`config.mk`:
```
export PLATFORM = sky130hd
export DESIGN_NAME = byte_stuffed_frame_deframer_top_flat
export DESIGN_NICKNAME = d
export VERILOG_FILES = /design/src/rtl/core/bsd_pkg.sv /design/src/rtl/core/bsd_chan_if.sv /design/src/rtl/core/bsd_in_reg.sv /design/src/rtl/core/bsd_decode.sv /design/src/rtl/core/bsd_out_reg.sv /design/src/rtl/core/byte_stuffed_frame_deframer_top.sv /design/src/flat_wrapper.sv
export SDC_FILE = /design/constraint.sdc
export NUM_CORES = 1
export LEC_CHECK = 0
export BUFFER_PORTS_ARGS = -buffer_cell sky130_fd_sc_hd__buf_2
export CAP_MARGIN = 20
export CORE_UTILIZATION = 57
export DETAILED_ROUTE_END_ITERATION = 6
export GPL_ROUTABILITY_DRIVEN = 0
export PLACE_DENSITY = 0.79
export SLEW_MARGIN = 10
export SYNTH_ARGS = -nofsm -noshare
export SYNTH_HDL_FRONTEND = slang
export SYNTH_HIERARCHICAL = 1
export SYNTH_SLANG_ARGS = --single-unit
```
`constraint.sdc`:
```
create_clock -name clk_i -period 2.9 [get_ports clk_i]
set_input_delay 0.725 -clock clk_i [delete_from_list [all_inputs] [get_ports clk_i]]
set_output_delay 0.725 -clock clk_i [all_outputs]
set_load 0.02 [all_outputs]
```
`src/rtl/core/bsd_pkg.sv`:
```
// types and constants of the byte-stuffed frame deframer
// no dependencies
package bsd_pkg;

  localparam int unsigned MaxFrameDefault = 256;

  localparam logic [7:0] FlagByte = 8'h7E;
  localparam logic [7:0] EscByte  = 8'h7F;
  localparam logic [7:0] EscFlag  = 8'h80;
  localparam logic [7:0] EscEsc   = 8'h81;

  typedef enum logic [1:0] {
    MODE_HUNT = 2'd0,
    MODE_DATA = 2'd1,
    MODE_ESC  = 2'd2
  } mode_e;

  typedef enum logic [1:0] {
    KIND_PAYLOAD = 2'd0,
    KIND_CLOSE   = 2'd1,
    KIND_DISCARD = 2'd2
  } kind_e;

  typedef struct packed {
    logic [7:0] rx_byte;
  } in_item_t;

  typedef struct packed {
    logic [1:0] kind;
    logic [7:0] payload_byte;
    logic [8:0] frame_length;
    logic [7:0] sum_without_last;
    logic [7:0] final_byte;
  } out_item_t;

  // one decoded step handed to the result register
  typedef struct packed {
    logic      valid;
    out_item_t item;
  } step_res_t;

endpackage

```
`src/rtl/core/bsd_chan_if.sv`:
```
// valid/ready channel carrying one item per handshake
// payload type comes from bsd_pkg at the instantiation
interface bsd_chan_if #(
  parameter type item_t = logic
);
  logic  valid;
  logic  ready;
  item_t payload;

  modport source (output valid, output payload, input ready);
  modport sink (input valid, input payload, output ready);
endinterface

```
`src/rtl/core/bsd_in_reg.sv`:
```
// input register of the deframer: holds one received byte until decoded
// uses bsd_pkg
module bsd_in_reg (
  input  logic             clk_i,
  input  logic             rst_ni,
  input  logic             valid_i,
  input  bsd_pkg::in_item_t item_i,
  output logic             ready_o,
  input  logic             advance_i,
  output logic             valid_o,
  output logic [7:0]       byte_o
);
  import bsd_pkg::*;

  logic       valid_q, valid_d;
  logic [7:0] byte_q;

  // free slot, or the held byte moves on this cycle
  assign ready_o = !valid_q || advance_i;

  always_comb begin
    valid_d = valid_q;
    if (valid_i && ready_o) begin
      valid_d = 1'b1;
    end else if (advance_i) begin
      valid_d = 1'b0;
    end
  end

  always_ff @(posedge clk_i or negedge rst_ni) begin
    if (!rst_ni) begin
      valid_q <= 1'b0;
    end else begin
      valid_q <= valid_d;
    end
  end

  always_ff @(posedge clk_i) begin
    if (valid_i && ready_o) begin
      byte_q <= item_i.rx_byte;
    end
  end

  assign valid_o = valid_q;
  assign byte_o  = byte_q;
endmodule

```
`src/rtl/core/bsd_decode.sv`:
```
// framing state machine: unstuffing, length and sum tracking, result build
// uses bsd_pkg
module bsd_decode #(
  parameter int unsigned MaxFrame = bsd_pkg::MaxFrameDefault
) (
  input  logic               clk_i,
  input  logic               rst_ni,
  input  logic               step_i,
  input  logic [7:0]         byte_i,
  output bsd_pkg::step_res_t res_o
);
  import bsd_pkg::*;

  localparam logic [8:0] MaxCount = 9'(MaxFrame);

  mode_e      mode_q, mode_d;
  logic [8:0] cnt_q, cnt_d;
  logic [7:0] sum_q, sum_d;
  logic [7:0] prev_q, prev_d;

  logic       take;
  logic [7:0] pb;

  always_comb begin
    mode_d = mode_q;
    cnt_d  = cnt_q;
    sum_d  = sum_q;
    prev_d = prev_q;
    take   = 1'b0;
    pb     = byte_i;
    res_o  = '0;

    unique case (mode_q)
      MODE_DATA: begin
        if (byte_i == FlagByte) begin
          // flags before any payload are ignored
          if (cnt_q != 9'd0) begin
            mode_d                      = MODE_HUNT;
            res_o.valid                 = 1'b1;
            res_o.item.kind             = KIND_CLOSE;
            res_o.item.frame_length     = cnt_q;
            res_o.item.sum_without_last = sum_q - prev_q;
            res_o.item.final_byte       = prev_q;
          end
        end else if (byte_i == EscByte) begin
          mode_d = MODE_ESC;
        end else begin
          take = 1'b1;
        end
      end
      MODE_ESC: begin
        if (byte_i == EscFlag) begin
          take = 1'b1;
          pb   = FlagByte;
        end else if (byte_i == EscEsc) begin
          take = 1'b1;
          pb   = EscByte;
        end else begin
          mode_d          = MODE_HUNT;
          res_o.valid     = 1'b1;
          res_o.item.kind = KIND_DISCARD;
        end
      end
      default: begin
        mode_d = MODE_HUNT;
        if (byte_i == FlagByte) begin
          mode_d = MODE_DATA;
          cnt_d  = '0;
          sum_d  = '0;
          prev_d = '0;
        end
      end
    endcase

    if (take) begin
      res_o.valid = 1'b1;
      if (cnt_q >= MaxCount) begin
        // overflow drops the frame, the byte is not reported
        mode_d          = MODE_HUNT;
        res_o.item.kind = KIND_DISCARD;
      end else begin
        mode_d                  = MODE_DATA;
        cnt_d                   = cnt_q + 9'd1;
        sum_d                   = sum_q + pb;
        prev_d                  = pb;
        res_o.item.kind         = KIND_PAYLOAD;
        res_o.item.payload_byte = pb;
      end
    end
  end

  always_ff @(posedge clk_i or negedge rst_ni) begin
    if (!rst_ni) begin
      mode_q <= MODE_HUNT;
      cnt_q  <= '0;
      sum_q  <= '0;
      prev_q <= '0;
    end else if (step_i) begin
      mode_q <= mode_d;
      cnt_q  <= cnt_d;
      sum_q  <= sum_d;
      prev_q <= prev_d;
    end
  end
endmodule

```
`src/rtl/core/bsd_out_reg.sv`:
```
// result register of the deframer, drives the result channel
// uses bsd_pkg
module bsd_out_reg (
  input  logic               clk_i,
  input  logic               rst_ni,
  input  logic               load_i,
  input  bsd_pkg::step_res_t res_i,
  input  logic               ready_i,
  output logic               valid_o,
  output bsd_pkg::out_item_t item_o
);
  import bsd_pkg::*;

  logic      valid_q, valid_d;
  out_item_t item_q;

  always_comb begin
    valid_d = valid_q;
    if (load_i) begin
      valid_d = res_i.valid;
    end else if (ready_i) begin
      valid_d = 1'b0;
    end
  end

  always_ff @(posedge clk_i or negedge rst_ni) begin
    if (!rst_ni) begin
      valid_q <= 1'b0;
    end else begin
      valid_q <= valid_d;
    end
  end

  always_ff @(posedge clk_i) begin
    if (load_i && res_i.valid) begin
      item_q <= res_i.item;
    end
  end

  assign valid_o = valid_q;
  assign item_o  = item_q;
endmodule

```
`src/rtl/core/byte_stuffed_frame_deframer_top.sv`:
```
// top level of the byte-stuffed frame deframer
// uses bsd_pkg, bsd_chan_if, bsd_in_reg, bsd_decode, bsd_out_reg
//
// Takes one raw serial byte per item, hunts for an opening 0x7E flag, removes
// 0x7F escapes (0x80 gives 0x7E, 0x81 gives 0x7F) and gives zero or one result
// per byte: a payload byte at once, a close result with length, the mod-256
// sum of all bytes but the last and the last byte, or a discard on a bad
// escape or when a frame grows past MaxFrame bytes. A byte is accepted every
// cycle while results are taken; the byte sits in the input register after
// the accepting edge and its result is shown once the decode stage loads the
// result register. The input stalls only while the result register holds an
// item that has not been taken.
module byte_stuffed_frame_deframer_top #(
  parameter int unsigned MaxFrame = bsd_pkg::MaxFrameDefault
) (
  input  logic              clk_i,
  input  logic              rst_ni,
  bsd_chan_if.sink          rx_ch_i,
  bsd_chan_if.source        res_ch_o
);
  import bsd_pkg::*;

  logic       in_valid;
  logic [7:0] in_byte;
  logic       advance;
  step_res_t  step_res;

  // decode whenever a byte waits and the result slot is free or draining
  assign advance = in_valid && (!res_ch_o.valid || res_ch_o.ready);

  bsd_in_reg u_in_reg (
    .clk_i     (clk_i),
    .rst_ni    (rst_ni),
    .valid_i   (rx_ch_i.valid),
    .item_i    (rx_ch_i.payload),
    .ready_o   (rx_ch_i.ready),
    .advance_i (advance),
    .valid_o   (in_valid),
    .byte_o    (in_byte)
  );

  bsd_decode #(
    .MaxFrame (MaxFrame)
  ) u_decode (
    .clk_i  (clk_i),
    .rst_ni (rst_ni),
    .step_i (advance),
    .byte_i (in_byte),
    .res_o  (step_res)
  );

  bsd_out_reg u_out_reg (
    .clk_i   (clk_i),
    .rst_ni  (rst_ni),
    .load_i  (advance),
    .res_i   (step_res),
    .ready_i (res_ch_o.ready),
    .valid_o (res_ch_o.valid),
    .item_o  (res_ch_o.payload)
  );
endmodule

```
`src/flat_wrapper.sv`:
```
// flat-port wrapper written by rule: the top's interface ports become plain ports
module byte_stuffed_frame_deframer_top_flat import bsd_pkg::*;
#(
  parameter int unsigned MaxFrame = bsd_pkg::MaxFrameDefault
)
  (clk_i, rst_ni, rx_ch_i_valid, rx_ch_i_payload, rx_ch_i_ready, res_ch_o_valid, res_ch_o_payload, res_ch_o_ready);
  bsd_chan_if #(.item_t(in_item_t)) rx_ch_i_i ();
  bsd_chan_if #(.item_t(out_item_t)) res_ch_o_i ();
  input  logic clk_i;
  input  logic rst_ni;
  input wire logic [$bits(rx_ch_i_i.valid)-1:0] rx_ch_i_valid;
  input wire logic [$bits(rx_ch_i_i.payload)-1:0] rx_ch_i_payload;
  output wire logic [$bits(rx_ch_i_i.ready)-1:0] rx_ch_i_ready;
  output wire logic [$bits(res_ch_o_i.valid)-1:0] res_ch_o_valid;
  output wire logic [$bits(res_ch_o_i.payload)-1:0] res_ch_o_payload;
  input wire logic [$bits(res_ch_o_i.ready)-1:0] res_ch_o_ready;
  assign rx_ch_i_i.valid = rx_ch_i_valid;
  assign rx_ch_i_i.payload = rx_ch_i_payload;
  assign rx_ch_i_ready = rx_ch_i_i.ready;
  assign res_ch_o_valid = res_ch_o_i.valid;
  assign res_ch_o_payload = res_ch_o_i.payload;
  assign res_ch_o_i.ready = res_ch_o_ready;
  byte_stuffed_frame_deframer_top #(.MaxFrame(MaxFrame)) u_core (.clk_i(clk_i), .rst_ni(rst_ni), .rx_ch_i(rx_ch_i_i), .res_ch_o(res_ch_o_i));
endmodule
```
---- Word level (Yosys, flattened, before mapping) ----
Index checks and enable logic that the tools add are counted.
word-level totals
  input port bits ......................... 12
  logic and storage cells ................. 82
  register bits ........................... 72
operators by class
  add/sub/neg operators ................... 3
  $lt $le $gt $ge ......................... 1
  equality and inequality tests ........... 10
  bitwise operators ....................... 1
  multiplexer cells ....................... 41
  reduce and logical (&&, ||, !) cells .... 14
operator list
  kind                                                                   number
  8-bit 2-to-1 mux                                                       12
  9-bit 2-to-1 mux                                                       4
  8-bit by 7-bit equality test with 1-bit output, second input constant  2
  8-bit equality test, second input constant                             2
  2-bit 2-to-1 mux                                                       7
  3-bit 2-to-1 mux                                                       4
  11-bit 2-to-1 mux                                                      1
  1-bit 2-to-1 mux                                                       10
  9-bit by 1-bit adder with 9-bit output, second input constant          1
  9-bit greater-or-equal comparator, second input constant               1
  9-bit nonzero test                                                     1
  8-bit adder                                                            1
  4-bit inequality test, second input constant                           2
  8-bit subtractor                                                       1
  3-bit inequality test, second input constant                           2
  3-bit case mux with 2 select lines                                     1
  5-bit AND reduction                                                    1
  2-bit case mux with 2 select lines                                     1
  2-bit nonzero test                                                     2
  2-bit OR reduction                                                     2
  1-bit logical AND                                                      3
  3-bit AND reduction                                                    1
  2-bit by 1-bit equality test with 1-bit output, second input constant  1
  2-bit equality test, second input constant                             1
  other kinds (4)                                                        6

---- Depth between registers and ports, before layout ----
  depth after elaboration ................. 7
  depth in mapped cells ................... 13
  depth with buffers taken out ............ 12

---- By module ----
Netlist, hierarchy kept.
by module, submodules not included
  module                           times used  area each (µm²)  cells each  sequential area each (µm²)
  bsd_decode                       1           2,129.5          263         675.6
  bsd_out_reg                      1           1,096.1          39          1,076.0
  bsd_in_reg                       1           294.0            12          265.3
  byte_stuffed_frame_deframer_top  1           11.3             2           0.0

---- Worst setup path before layout ----
No wires, ideal clock.
  kind .................................... register to register
  from .................................... reg u_core.u_in_reg.byte_q[4], in the netlist u_core/u_in_reg/byte_o[4]
  to ...................................... reg u_core.u_decode.sum_q[7]
  setup time .............................. 0.128 ns
  data arrival time ....................... 2.458 ns
  path slack .............................. 0.314 ns
  period minus slack after synthesis ...... 2.586 ns
  cell stages (with the launch flop) ...... 13
  cell sequence ........................... edfxtp_1 nor4b_1 and4b_1 buf_6 nor2_1 inv_1 ha_1 a21oi_1 o211ai_1 o41ai_1 xnor2_1 a21oi_1 o22ai_1
between the ends
  word-level cells in the longest chain between the ends .. 7
  elaborated cells on any way between the ends .. 17
RTL lines
  element                 line               source
  from (decl)             bsd_in_reg.sv:16   logic [7:0] byte_q;
  from (signal assigned)  bsd_in_reg.sv:40   byte_q <= item_i.rx_byte;
  8-bit equality test     bsd_decode.sv:55   end else if (byte_i == EscEsc) begin
  8-bit 2-to-1 mux        bsd_decode.sv:55
  8-bit 2-to-1 mux        bsd_decode.sv:52   if (byte_i == EscFlag) begin
  8-bit 2-to-1 mux        bsd_decode.sv:33   unique case (mode_q)
  8-bit adder             bsd_decode.sv:84   sum_d = sum_q + pb;
  8-bit 2-to-1 mux        bsd_decode.sv:77   if (cnt_q >= MaxCount) begin
  8-bit 2-to-1 mux *      bsd_decode.sv:75   if (take) begin
  to (signal assigned)    bsd_decode.sv:101  sum_q <= sum_d;
  to (decl)               bsd_decode.sv:18   logic [7:0] sum_q, sum_d;
Every way passes the cells marked *; elsewhere a longest branch is shown, timed or not.
A chain may end at the register's enable or synchronous reset.

---- Worst setup path in the final report ----
  from .................................... reg u_core.u_decode.mode_q[0]
  to ...................................... reg u_core.u_decode.sum_q[6]
between the ends
  word-level cells in the longest chain between the ends .. 5
  elaborated cells on any way between the ends .. 9
RTL lines
  element                                                                                line                                source
  from (decl)                                                                            bsd_decode.sv:16                    mode_e mode_q, mode_d;
  from (signal assigned)                                                                 bsd_decode.sv:99                    mode_q <= mode_d;
  2-bit equality test or 2-bit by 1-bit equality test with 1-bit output (tied branches)  bsd_decode.sv:33
  8-bit 2-to-1 mux or 2-bit OR reduction (tied branches)                                 --
  8-bit adder or 8-bit 2-to-1 mux (tied branches)                                        bsd_decode.sv:84, bsd_decode.sv:33
  8-bit 2-to-1 mux                                                                       bsd_decode.sv:77
  8-bit 2-to-1 mux *                                                                     bsd_decode.sv:75
Marks and branches as above.

==> results <==
- The flow ran to the end, and the final reports show no timing, DRC or antenna violations.
- Once detailed placement completed, the half-perimeter wirelength came to 4.64 mm.
- The tool flagged a number of max-cap violations equal to 0.
- At the worst endpoint, the required time is 3.12 ns.
- The clock-pin transition on the worst setup and hold timing paths is around 0.070 ns.
- Setup violations remaining at the end of the flow were counted as 0.
- The filler cells instantiated in the layout total 482.
- The synthesized netlist devotes between 15 and 20% of its cell area to simple gates.
- The region available for standard cell placement spans approximately 6000 sq um.
- The worst setup skew after layout is 0.00741 ns.
- Synthesis produced 316 cells.
- The count of buffers from port buffering is 48.
- Of all flip-flops after synthesis, the portion carrying an async set or reset was 40.3%.
- TritonCTS built the clock tree.
- The most used flip-flop cell after synthesis is sky130_fd_sc_hd__edfxtp_1.
- For this design the ratio of total power to cell area is 481 nW/um^2.
- The number of buffers between clock root and the deepest sink is 2.
- The fraction of the yosys area taken by sequential cells is 57.1%.
- The clock root buffer is sky130_fd_sc_hd__clkbuf_8.
- The signed area change from the synthesized netlist to the final layout is 13.5%.
- The cell total after placement is 433.
- The average instance area after synthesis is 11.2 sq um.
- The repair_antennas step left the layout with diodes totalling 0.
- The number of antenna violations at the first check in global routing came to 0.
- After the flow finishes, the layout carries non-filler instances totaling 449.
- The first global-routing pass estimated 10.5 mm of wire.
- Global routing finished with a remaining overflow of 0.
- The number of clock sinks is 72.
- The final critical-path required period is 2.69 ns.
- Before antenna repair, the detailed router went through 4 iterations.
- Across all layers, the routed design uses about 2400 vias.
- During synthesis, Yosys emitted a total of 6 warnings.
- The biggest fanout along the worst timing path is 6.
- For this configuration, the core starts out at a cell density of approximately 59%.
- The detail-routed via count per cell is 5.39.
- Measured against its own limit, the worst slew margin works out to 55.7%.
- VDD sags by at most 257 uV.
- The worst endpoint data arrival time is 2.91 ns.
- Dividing the detail-routed wire length by the instance count gives 14.6 microns.
- The pin count of the biggest net entering global routing is 37.
- For this block, the routed nets add up to approximately 6.6 mm of wire.
- By area the synthesized netlist is led by sky130_fd_sc_hd__edfxtp_1, sky130_fd_sc_hd__dfrtp_1, sky130_fd_sc_hd__ha_1.
- The clock reaches the later pin of the worst-skew pair after 0.35 ns.
- The reg-to-reg setup timing slack is 0.21 ns.
- After the first detailed-routing iteration, the DRC count stood at 163.
- The post-route setup TNS is 0 ns.
- The final period utilization is 92.9%.
- The commonest non-fill, non-tap cell in the layout is sky130_fd_sc_hd__buf_2.
- The total number of placement rows is 28.
- The complex-gate fraction of the synthesized area is a little over a tenth.
- The number of pins exceeding their max-slew limit in the final report was 0.
- Measured along the x axis, the die boundary spans about 81 microns.
- The total leakage power is 1.92 nW.
- The kind of capture point of the worst setup path is a flip-flop.
- Summed over all instances, the cell type with the most area after synthesis is sky130_fd_sc_hd__edfxtp_1.
- The xor-xnor portion of the synthesized cell area is 3.72%.
- After the last flow step, the layout net total stands at 402.
- From bottom edge to top edge, the die measures 80.7 microns.
- For the pin with the worst max-slew slack, the measured transition is approximately 0.66 ns.
- The synthesized-area fraction occupied by adder cells is under 10%.
- The number of global-route vias before repair is 2255.
- The post-synth net total is 349.
- The start-to-end type of the worst setup path is reg -> reg.
- The worst min-delay path class is in -> async.
- During I/O placement, the number of pins put on the boundary was 49.
- In the layout the commonest cells are sky130_fd_sc_hd__buf_2, sky130_fd_sc_hd__nor2_1, sky130_fd_sc_hd__edfxtp_1.
- The total DRC errors in the routed layout is 0.
- After synthesis the netlist holds a flip-flop and latch count of 72.
- The number of unique standard cell types used by synthesis is 48.
- The die outline area is 6510 sq um.
- Hold is met by 0.400 ns.
- The global-route total usage across every layer is 22.4%.
- After synthesis, the share of cell area in mux cells is less than 1%.
- The hold violation count in the final report is 0.
- The largest family of logic cells by synthesized area is simple AND/OR/NAND/NOR gates.
- Static timing analysis puts the maximum clock frequency at 0.371 GHz.
- The post-route antenna net violation count is 0.
- The number of enable-type register cells in the synthesized netlist is 43.
- The top cell type by area accounts for 36.6% of the synthesized area.
- The cell area after synthesis is between 3000 and 4000 sq um.
- The startpoint class of the critical path is a flip-flop.
- Hold repair after CTS inserted 0 buffers.
- The post-route netlist has 20.1% of its cells at a drive strength greater than 1.
- The H-tree depth is 3.
- The number of clock buffers inserted by TritonCTS is 9.
## metrics by stage
stage | power, mW | utilization, % | worst slack (ns) | area [sq um]
2_1_floorplan | 1.23 | - | 0.314 | 3530
3_3_place_gp | 1.26 | 64.1 | 0.239 | 3820
3_5_place_dp | 1.27 | 64.1 | 0.0810 | 3820
4_1_cts | 1.94 | 66.8 | 0.0461 | 3980
5_1_grt | 2.00 | 67.3 | -0.0354 | 4010
6_report | 1.93 | 67.3 | 0.206 | 4010
## cell usage after synthesis (7+ instances only)
master / instances
sky130_fd_sc_hd__inv_1: 24
sky130_fd_sc_hd__xnor2_1: 8
sky130_fd_sc_hd__o22ai_1: 7
sky130_fd_sc_hd__a21oi_1: 12
sky130_fd_sc_hd__edfxtp_1: 43
sky130_fd_sc_hd__xor2_1: 7
sky130_fd_sc_hd__nor2_1: 48
sky130_fd_sc_hd__and2_1: 12
sky130_fd_sc_hd__ha_1: 19
sky130_fd_sc_hd__o21ai_0: 18
sky130_fd_sc_hd__nand3_1: 8
sky130_fd_sc_hd__dfrtp_1: 29
sky130_fd_sc_hd__nand2_1: 22
## path summary, 6_finish.rpt
path / depth (start not counted) / endpoint / startpoint
max: 13 / u_core/u_decode/sum_q[6] / u_core/u_decode/mode_q[0]
max in group asynchronous: 1 / u_core/u_decode/cnt_q[0] / rst_ni
min in group clk_i: 2 / u_core/u_decode/prev_q[0] / u_core/u_decode/prev_q[0]
min: 1 / u_core/u_decode/prev_q[3] / rst_ni
min reg2reg: 2 / u_core/u_decode/prev_q[0] / u_core/u_decode/prev_q[0]
max reg2reg: 13 / u_core/u_decode/sum_q[6] / u_core/u_decode/mode_q[0]
## state kept, by name (all words and copies together) (netlist names)
signal                    flops
u_core/u_in_reg/byte_o        8
u_core/u_in_reg/valid_o       1
u_core/u_out_reg/item_o      35
u_core/u_decode/cnt_q         9
u_core/u_decode/mode_q        2
u_core/u_out_reg/valid_o      1
u_core/u_decode/prev_q        8
u_core/u_decode/sum_q         8
## critical path, cell delays in order, from the launching register on
cell and delay, ns:
sky130_fd_sc_hd__dfrtp_1 0.38, sky130_fd_sc_hd__inv_1 0.06, sky130_fd_sc_hd__ha_1 0.25, sky130_fd_sc_hd__and4b_1 0.25
sky130_fd_sc_hd__buf_4 0.16, sky130_fd_sc_hd__nor2_1 0.17, sky130_fd_sc_hd__inv_1 0.07, sky130_fd_sc_hd__ha_1 0.33
sky130_fd_sc_hd__a21o_1 0.22, sky130_fd_sc_hd__a21oi_2 0.18, sky130_fd_sc_hd__o21bai_1 0.08, sky130_fd_sc_hd__a21oi_1 0.17
sky130_fd_sc_hd__xor2_1 0.15, sky130_fd_sc_hd__o21ai_0 0.09
## cell type report
type	instances	area (sq um)	area share [%]
tap	75	93.8	2.34
sequential	72	2020	50.3
timing repair buffer	52	270	6.74
multi-input combinational	210	1380	34.3
clock buffer	15	156	3.90
clock inverter	1	5.00	0.125
inverter	24	90.1	2.25
## logic make-up after synthesis
kind of cell               count (synthesis)
and+or+nand+nor                          115
DFF                                       72
AOI/OAI and AO/OA                         58
buffers and inverters                     34
adders and majority gates                 21
xor gates and xnor gates                  15
muxes                                      1
## repair_timing
item / CTS / global route
resized for setup: 0 / 5
endpoints found under the setup margin: 0 / 2
buffers inserted: 0 / 0
## metal layers
layer	up-vias	GRT usage, %	part of all wire (%)	wire length (microns)
li1	1199	-	-	-
met1	1146	28.7	46	3000
met2	62	35.3	47	3080
met3	15	4.32	4.4	289
met4	0	13.8	2.9	191
met5	-	0	0	0
## report_power, final
part           internal, mW  switching, mW  total [mW]
sequential             1.10         0.0141        1.12
clock                 0.335          0.341       0.675
combinational        0.0549         0.0821       0.137
(Power assumes the default switching activity.)
